File: src/sv/pps_pkg.sv
// ----------------------------------------------------------------------------
// pps_pkg: shared types and constants for the priority scheduler
// Payload structs, status and op codes, controller/datapath interface.
// ----------------------------------------------------------------------------
package pps_pkg;

  localparam int unsigned SLOTS = 16;
  localparam int unsigned IDX_W = (SLOTS > 1) ? $clog2(SLOTS) : 1;
  localparam int unsigned CNT_W = $clog2(SLOTS + 1);
  localparam int unsigned OCC_W = 5;

  typedef enum logic {
    OP_ADD  = 1'b0,
    OP_TICK = 1'b1
  } op_e;

  typedef enum logic [2:0] {
    ST_ADDED    = 3'd0,
    ST_REJECTED = 3'd1,
    ST_IDLE     = 3'd2,
    ST_RAN      = 3'd3,
    ST_DONE     = 3'd4
  } status_e;

  typedef struct packed {
    logic        op;
    logic [7:0]  proc_id;
    logic [7:0]  prio;
    logic [31:0] arrive_tick;
    logic [15:0] service_ticks;
  } in_t;

  typedef struct packed {
    logic [2:0]       status;
    logic [7:0]       running_id;
    logic [31:0]      tick_time;
    logic [31:0]      turnaround;
    logic [OCC_W-1:0] occupancy;
  } out_t;

  // one process table entry
  typedef struct packed {
    logic [7:0]  id;
    logic [7:0]  prio;
    logic [31:0] arrival;
    logic [15:0] remaining;
  } rec_t;

  typedef struct packed {
    logic latch;
    logic scan_start;
    logic scan_step;
    logic do_add;
    logic do_run;
  } pps_cmd_t;

  typedef struct packed {
    logic in_tick;
    logic scan_done;
    logic out_free;
  } pps_stat_t;

endpackage

File: src/sv/preemptive_priority_scheduler.sv
// Sequence: an add result is loaded from the add state once the output register
//   is free; a tick result after a one-entry-per-cycle scan of all slots,
//   read return, select, then run, which also waits for a free output register.
// Throughput: one request at a time, next accept the cycle after the result
//   loads; a held result stalls the load and so the next accept.
// Reset (rst_ni low, async): table empty, tick and occupancy zero, no result.
// ----------------------------------------------------------------------------
// preemptive_priority_scheduler: process table with priority selection
// Adds processes into free slots; each tick runs the best arrived process.
// ----------------------------------------------------------------------------
module preemptive_priority_scheduler
  import pps_pkg::*;
(
  input  logic clk_i,
  input  logic rst_ni,
  // request channel
  input  logic in_valid_i,
  output logic in_ready_o,
  input  in_t  in_req_i,
  // result channel
  output logic out_valid_o,
  input  logic out_ready_i,
  output out_t out_rsp_o
);

  // Controller and datapath talk only through these two bundles.
  pps_cmd_t  cmd;
  pps_stat_t stat;

  // Sequencer: idle -> add -> idle, or idle -> scan -> run -> idle.
  // Add and run both wait for a free output register before touching state,
  // so a stalled result is never overwritten; it holds back the next bookkeeping.
  pps_ctrl u_ctrl (
    .clk_i      (clk_i),
    .rst_ni     (rst_ni),
    .in_valid_i (in_valid_i),
    .in_ready_o (in_ready_o),
    .stat_i     (stat),
    .cmd_o      (cmd)
  );

  // Datapath: table memory (one write, one registered read port), valid
  // bits, free-slot encoder, scan comparator, tick/occupancy counters and
  // the result register that separates the two channels.
  // Scan walks slots in ascending order and keeps strictly greater
  // priorities only, so ties resolve to the lowest slot.
  pps_datapath u_dp (
    .clk_i       (clk_i),
    .rst_ni      (rst_ni),
    .in_req_i    (in_req_i),
    .cmd_i       (cmd),
    .stat_o      (stat),
    .out_valid_o (out_valid_o),
    .out_ready_i (out_ready_i),
    .out_rsp_o   (out_rsp_o)
  );

endmodule

File: src/sv/pps_ctrl.sv
// ----------------------------------------------------------------------------
// pps_ctrl: scheduler sequencer
// Accepts one request at a time and steps the datapath through add or scan/run.
// ----------------------------------------------------------------------------
module pps_ctrl
  import pps_pkg::*;
(
  input  logic      clk_i,
  input  logic      rst_ni,
  input  logic      in_valid_i,
  output logic      in_ready_o,
  input  pps_stat_t stat_i,
  output pps_cmd_t  cmd_o
);

  typedef enum logic [3:0] {
    S_IDLE = 4'b0001,
    S_ADD  = 4'b0010,
    S_SCAN = 4'b0100,
    S_RUN  = 4'b1000
  } state_e;

  state_e state_q, state_d;

  always_ff @(posedge clk_i or negedge rst_ni) begin
    if (!rst_ni) begin
      state_q <= S_IDLE;
    end else begin
      state_q <= state_d;
    end
  end

  always_comb begin
    state_d    = state_q;
    cmd_o      = '0;
    in_ready_o = 1'b0;
    unique case (state_q)
      S_IDLE: begin
        in_ready_o = 1'b1;
        if (in_valid_i) begin
          cmd_o.latch = 1'b1;
          if (stat_i.in_tick) begin
            cmd_o.scan_start = 1'b1;
            state_d          = S_SCAN;
          end else begin
            state_d = S_ADD;
          end
        end
      end
      S_ADD: begin
        if (stat_i.out_free) begin
          cmd_o.do_add = 1'b1;
          state_d      = S_IDLE;
        end
      end
      S_SCAN: begin
        cmd_o.scan_step = 1'b1;
        if (stat_i.scan_done) begin
          state_d = S_RUN;
        end
      end
      S_RUN: begin
        if (stat_i.out_free) begin
          cmd_o.do_run = 1'b1;
          state_d      = S_IDLE;
        end
      end
      default: begin
        state_d = S_IDLE;
      end
    endcase
  end

endmodule

File: src/sv/pps_datapath.sv
// ----------------------------------------------------------------------------
// pps_datapath: process table, priority scan and result register
// Table in a single-port-write memory; valid bits and counters in flops.
// ----------------------------------------------------------------------------
module pps_datapath
  import pps_pkg::*;
(
  input  logic      clk_i,
  input  logic      rst_ni,
  input  in_t       in_req_i,
  input  pps_cmd_t  cmd_i,
  output pps_stat_t stat_o,
  output logic      out_valid_o,
  input  logic      out_ready_i,
  output out_t      out_rsp_o
);

  rec_t             mem_q [SLOTS];
  rec_t             rd_data_q;
  logic [SLOTS-1:0] valid_q, valid_d;
  logic [31:0]      tick_q, tick_d;
  logic [CNT_W-1:0] used_q, used_d;
  in_t              item_q;

  logic [CNT_W-1:0] issue_q, issue_d;
  logic             rd_pend_q, rd_pend_d;
  logic [IDX_W-1:0] rd_idx_q, rd_idx_d;
  logic             rd_en;
  logic             found_q, found_d;
  logic [IDX_W-1:0] best_idx_q, best_idx_d;
  rec_t             best_q, best_d;

  logic             out_valid_q, out_valid_d;
  out_t             out_q, out_d;

  logic             wr_en;
  logic [IDX_W-1:0] wr_addr;
  rec_t             wr_data;

  logic [IDX_W-1:0] free_idx;
  logic             full;
  logic [15:0]      rem_next;
  logic             hit;

  // lowest free slot
  always_comb begin
    free_idx = '0;
    for (int i = SLOTS - 1; i >= 0; i--) begin
      if (!valid_q[i]) begin
        free_idx = IDX_W'(i);
      end
    end
  end

  assign full     = &valid_q;
  assign rem_next = best_q.remaining - 16'd1;
  assign rd_en    = cmd_i.scan_step && (issue_q != CNT_W'(SLOTS));

  // candidate on the read data returning this cycle
  assign hit = rd_pend_q && valid_q[rd_idx_q] && (rd_data_q.arrival <= tick_q)
               && (!found_q || (rd_data_q.prio > best_q.prio));

  assign stat_o.in_tick   = (in_req_i.op == OP_TICK);
  assign stat_o.scan_done = (issue_q == CNT_W'(SLOTS)) && !rd_pend_q;
  assign stat_o.out_free  = !out_valid_q || out_ready_i;

  always_comb begin
    valid_d     = valid_q;
    tick_d      = tick_q;
    used_d      = used_q;
    issue_d     = issue_q;
    rd_pend_d   = 1'b0;
    rd_idx_d    = rd_idx_q;
    found_d     = found_q;
    best_idx_d  = best_idx_q;
    best_d      = best_q;
    out_valid_d = out_valid_q && !out_ready_i;
    out_d       = out_q;
    wr_en       = 1'b0;
    wr_addr     = free_idx;
    wr_data     = '0;

    if (cmd_i.scan_start) begin
      issue_d = '0;
      found_d = 1'b0;
    end

    if (cmd_i.scan_step) begin
      if (rd_en) begin
        rd_idx_d  = issue_q[IDX_W-1:0];
        rd_pend_d = 1'b1;
        issue_d   = issue_q + CNT_W'(1);
      end
      if (hit) begin
        found_d    = 1'b1;
        best_idx_d = rd_idx_q;
        best_d     = rd_data_q;
      end
    end

    if (cmd_i.do_add) begin
      out_valid_d          = 1'b1;
      out_d.running_id     = '0;
      out_d.tick_time      = tick_q;
      out_d.turnaround     = '0;
      if (full) begin
        out_d.status    = ST_REJECTED;
        out_d.occupancy = OCC_W'(used_q);
      end else begin
        wr_en             = 1'b1;
        wr_addr           = free_idx;
        wr_data.id        = item_q.proc_id;
        wr_data.prio      = item_q.prio;
        wr_data.arrival   = item_q.arrive_tick;
        wr_data.remaining = (item_q.service_ticks == 16'd0) ? 16'd1
                                                            : item_q.service_ticks;
        valid_d[free_idx] = 1'b1;
        used_d            = used_q + CNT_W'(1);
        out_d.status      = ST_ADDED;
        out_d.occupancy   = OCC_W'(used_d);
      end
    end

    if (cmd_i.do_run) begin
      out_valid_d      = 1'b1;
      tick_d           = tick_q + 32'd1;
      out_d.tick_time  = tick_q;
      out_d.running_id = '0;
      out_d.turnaround = '0;
      out_d.status     = ST_IDLE;
      if (found_q) begin
        out_d.running_id = best_q.id;
        if (rem_next == 16'd0) begin
          valid_d[best_idx_q] = 1'b0;
          if (used_q != '0) begin
            used_d = used_q - CNT_W'(1);
          end
          out_d.status     = ST_DONE;
          out_d.turnaround = tick_q + 32'd1 - best_q.arrival;
        end else begin
          wr_en             = 1'b1;
          wr_addr           = best_idx_q;
          wr_data           = best_q;
          wr_data.remaining = rem_next;
          out_d.status      = ST_RAN;
        end
      end
      out_d.occupancy = OCC_W'(used_d);
    end
  end

  // process table memory
  always_ff @(posedge clk_i) begin
    if (wr_en) begin
      mem_q[wr_addr] <= wr_data;
    end
    if (rd_en) begin
      rd_data_q <= mem_q[issue_q[IDX_W-1:0]];
    end
  end

  always_ff @(posedge clk_i or negedge rst_ni) begin
    if (!rst_ni) begin
      valid_q     <= '0;
      tick_q      <= '0;
      used_q      <= '0;
      issue_q     <= '0;
      rd_pend_q   <= 1'b0;
      found_q     <= 1'b0;
      out_valid_q <= 1'b0;
    end else begin
      valid_q     <= valid_d;
      tick_q      <= tick_d;
      used_q      <= used_d;
      issue_q     <= issue_d;
      rd_pend_q   <= rd_pend_d;
      found_q     <= found_d;
      out_valid_q <= out_valid_d;
    end
  end

  always_ff @(posedge clk_i) begin
    if (cmd_i.latch) begin
      item_q <= in_req_i;
    end
    rd_idx_q   <= rd_idx_d;
    best_idx_q <= best_idx_d;
    best_q     <= best_d;
    out_q      <= out_d;
  end

  assign out_valid_o = out_valid_q;
  assign out_rsp_o   = out_q;

`ifndef ASSERT_OFF
  a_used_matches_valid: assert property (@(posedge clk_i) disable iff (!rst_ni)
    used_q == CNT_W'($countones(valid_q)))
    else $error("occupancy count out of step with valid bits");

  a_load_needs_free_out: assert property (@(posedge clk_i) disable iff (!rst_ni)
    (cmd_i.do_add || cmd_i.do_run) |-> (!out_valid_q || out_ready_i))
    else $error("result register overwritten while occupied");

  a_tick_advances: assert property (@(posedge clk_i) disable iff (!rst_ni)
    cmd_i.do_run |=> (tick_q == $past(tick_q) + 32'd1))
    else $error("tick did not advance on run");

  a_best_is_valid: assert property (@(posedge clk_i) disable iff (!rst_ni)
    (found_q && cmd_i.do_run) |-> valid_q[best_idx_q])
    else $error("selected slot is not in use");
`endif

endmodule
File: config.mk
export PLATFORM = sky130hd
export DESIGN_NAME = preemptive_priority_scheduler
export DESIGN_NICKNAME = d
export VERILOG_FILES = /design/src/sv/pps_pkg.sv /design/src/sv/preemptive_priority_scheduler.sv /design/src/sv/pps_ctrl.sv /design/src/sv/pps_datapath.sv
export SDC_FILE = /design/constraint.sdc
export NUM_CORES = 1
export LEC_CHECK = 0
export BUFFER_PORTS_ARGS = -buffer_cell sky130_fd_sc_hd__buf_2
export CORE_UTILIZATION = 56
export CTS_CLUSTER_DIAMETER = 60
export DETAILED_ROUTE_END_ITERATION = 10
export PLACE_DENSITY = 0.82
export SLEW_MARGIN = 10
export SYNTH_ARGS = -nofsm -noshare
export SYNTH_HDL_FRONTEND = slang
export SYNTH_SLANG_ARGS = --single-unit
File: constraint.sdc
create_clock -name clk_i -period 8.1 [get_ports clk_i]
set_input_delay 1.215 -clock clk_i [delete_from_list [all_inputs] [get_ports clk_i]]
set_output_delay 1.215 -clock clk_i [all_outputs]
set_load 0.03 [all_outputs]
==> results by group <==
Outcome
  • Status: completed

Final layout
  • Proportion of layout cells with a drive suffix above 1: 25.4%
  • Final nets: 3194
  • Area occupied by multi-input gates: between 10000 and 15000 um2
  • Fillers: 6165
  • Finished Cell Area: 62000 um2
  • Area Growth Syn to Fin: 13.6%
  • Number of diodes: 0
  • Sequential cell area: a little over 40000 um2

Timing
  • Final min period: 5.16 ns
  • Sum Neg Setup Slack: 0 ns
  • Final-report setup violation count: 0
  • Relative slew slack: roughly 15%
  • Fin. Hold Viols: 0
  • F_max: 0.194 GHz
  • Unrepaired setup endpoints after global routing: no
  • Least-Margin Pin Slew: roughly 1.3 ns
  • Final period util: between 60% and 70%
  • Final Max Slew Viols: 0
  • Clk_skew: 0.0336 ns
  • Fin worst setup slack: 2.94 ns

Worst setup path
  • Element type at the critical path start: flip-flop
  • Critical Path RT: about 8.6 ns
  • CP Data Arrival Time: 5.63 ns
  • RR Endpoint: u_dp.out_rsp_o[35]$_SDFFCE_PN0P_
  • Worst setup path end: u_dp.out_rsp_o[35]$_SDFFCE_PN0P_
  • Worst r2r src: u_dp.tick_q[2]$_DFFE_PN0P_
  • Worst R2R Path Depth: 16
  • Crit. End Element: flip-flop
  • Critical Path Start: u_dp.tick_q[2]$_DFFE_PN0P_
  • R2R Setup Slk: roughly 2.9 ns
  • CP Class: reg -> reg
  • CP Max Fanout: 8

Routing
  • Antenna-violating nets left: 0
  • Routed vias: a little under 30000
  • DRC: 0
  • DR iter-0 viols: 3858
  • DR pass1 iterations: 6
  • Routed WL: ~140000 um
  • WL/cell: 30.6 um
  • Via density: 6.55

Place
  • RePlAce Congestion: 0.909
  • Cell Area, Placed: 57400 um2
  • Port bufs: 150
  • Dpl hpwl: 75600 um
  • Pre-CTS setup slack: approximately 3 ns

Floorplanning
  • Die X-Extent: 314 um
  • Num rows: around 110
  • Die Span Y: 314 um
  • Io pins: 151
  • Initial Util: a little under three fifths
  • Core Region: 96600 um2
  • Die area: 98700 um2

Synthesis
  • Mapped Nets: 2926
  • Cell accounting for the most synthesized area: edfxtp_1
  • Synthesized flop and latch total: 1369
  • Mean Syn Cell Area: slightly below 20 um2
  • Fraction of registers with async set or reset after synthesis: 4.75%
  • Area share of the largest cell type after synthesis: 71.8%
  • Synth top cells by count: 1304 x edfxtp_1, 325 x mux4_2, 142 x nand2_1
  • YS warnings: 0
  • EDFF count, synth: 1304
  • Distinct cells, synth: 65
  • Mapped Cells: 2778
  • Most frequent cell after synthesis: edfxtp_1
  • Mapped cell area: 54500 um2
  • Dominant cells by area after synthesis: edfxtp_1 72%, mux4_2 13%, dfrtp_1 2.9%, ha_1 1.8%, xnor2_1 1.4%
  • Main synth FF type: edfxtp_1
  • Seq/Total Area, Yosys: approximately three quarters

Clock network
  • Worst skew pair latency: about 0.75 ns
  • Reg clk slew, reported paths: 0.06 ns
  • Total CTS buffers: 137
  • Post-CTS setup buffer count: 0
  • CTS max path bufs: 3
  • Clock root buffer: clkbuf_16
  • CTS resizes: 0
  • CTS Hold Bufs: 0
  • # clock sinks: 1369
  • TritonCTS clock tree: done
  • H-tree depth: 4

Global routing
  • First-pass GRT wire length: 197000 um
  • Total congestion overflow: 0
  • Pin count of the biggest net entering global routing: 100
  • Number of global-route vias before repair: 29960
  • Antenna violations before repair: 3
  • GR Util All Layers: 27.9%

Power and ir drop
  • Max VDD drop: 0.281 mV
  • Pwr Density: 286 nW/um2
  • Leak pwr: 20.2 nW

Flow run
  • Max capacitance violation total: 0

Min path
  • Worst hold path type: in -> async
[placed cells by master, fill, tap and decap left out, types with 23 or more instances in the layout]
master,count
edfxtp_1,1304
mux4_2,325
buf_2,149
nand2_1,142
clkbuf_16,141
inv_1,97
nor2_1,88
xnor2_1,87
buf_4,82
ha_1,78
o21ai_0,67
a21oi_1,61
dfrtp_1,60
nand4_1,31
clkbuf_1,30
nor3_1,28
o21ai_1,27
nand3_1,26
xor2_1,23
[critical path, stage by stage (launching register included)]
cell and delay (ns):
dfrtp_1 0.47, and3_1 0.25, nand3_1 0.18, nor3_2 0.33, nand3_1 0.19, or3_1 0.40, nor2_1 0.19, xnor2_1 0.09
ha_1 0.44, nand4_1 0.20, or4_1 0.62, a31oi_1 0.35, o21ai_1 0.19, o31ai_1 0.41, nor2_1 0.12, o311ai_1 0.34
mux2i_1 0.12
[worst min-delay path by stage]
stage / from / endpoint / slack, ns / cells past startpoint
after global placement: u_dp.rd_data_q[0]$_DFFE_PP_ / u_dp.best_q[0]$_DFFE_PP_ / 0.40 / 0
after floorplan: u_dp.rd_data_q[0]$_DFFE_PP_ / u_dp.best_q[0]$_DFFE_PP_ / 0.40 / 0
after CTS: rst_ni / u_dp.tick_q[2]$_DFFE_PN0P_ / 0.31 / 1
final: rst_ni / u_dp.tick_q[0]$_DFFE_PN0P_ / 0.34 / 1
after detailed placement: u_dp.rd_data_q[0]$_DFFE_PP_ / u_dp.best_q[0]$_DFFE_PP_ / 0.40 / 0
after global routing: rst_ni / u_dp.tick_q[0]$_DFFE_PN0P_ / 0.34 / 1
[flip-flops by register name, indices dropped and copies added, names as in the netlist]
register	count
u_dp.mem_q	1024
u_dp.out_rsp_o	80
u_dp.best_q	64
u_dp.item_q	64
u_dp.rd_data_q	64
u_dp.tick_q	32
u_dp.valid_q	16
u_dp.issue_q	5
u_dp.used_q	5
u_ctrl.state_q	4
u_dp.best_idx_q	4
u_dp.rd_idx_q	4
u_dp.found_q	1
u_dp.out_valid_o	1
u_dp.rd_pend_q	1
[layout make-up]
| cell class | instances | share of cell area [%] |
|---|---|---|
| sequential | 1369 | 65.8 |
| inverter | 100 | 0.608 |
| clock buffer | 177 | 6.01 |
| timing repair buffer | 235 | 2.33 |
| clock inverter | 75 | 1.34 |
| multi-input combinational | 1203 | 21.3 |
| tap | 1276 | 2.58 |
[power by group]
part	switching, mW	total [mW]	internal [mW]
clock network	2.69	6.46	3.77
registers	0.236	8.47	8.24
logic	1.57	2.80	1.22
total	4.50	17.7	13.2
[kinds of logic (layout without fill, tap and decap cells)]
family | after synthesis | count (layout) | synth area share, %
compound gates | 273 | 273 | 3.07
buf+inv | 206 | 587 | 1.44
flops | 1369 | 1369 | 74.8
simple gates | 413 | 413 | 3.65
xor+xnor | 110 | 110 | 1.77
fa+ha+maj | 79 | 79 | 1.83
mux | 328 | 328 | 13.5
[metal layers]
metal,GRT usage [%],vias to the layer above,part of all wire [%]
met5,0,-,0.0096
met4,12.2,2,4.0
met3,5.50,373,9.5
met2,47.3,1987,51
met1,35.2,14909,36
li1,-,11791,-
[per-stage QoR]
stage	power [mW]	util (%)	hold slack, ns	std cells
6_report	17.7	64.2	0.337	4435
5_1_grt	18.2	64.2	0.337	4435
4_1_cts	17.8	64.1	0.309	4429
3_5_place_dp	11.4	59.4	0.405	4177
3_3_place_gp	11.3	59.4	0.402	4177
2_1_floorplan	10.5	-	0.400	2778
No activity file was read; power rests on OpenSTA's default activity.
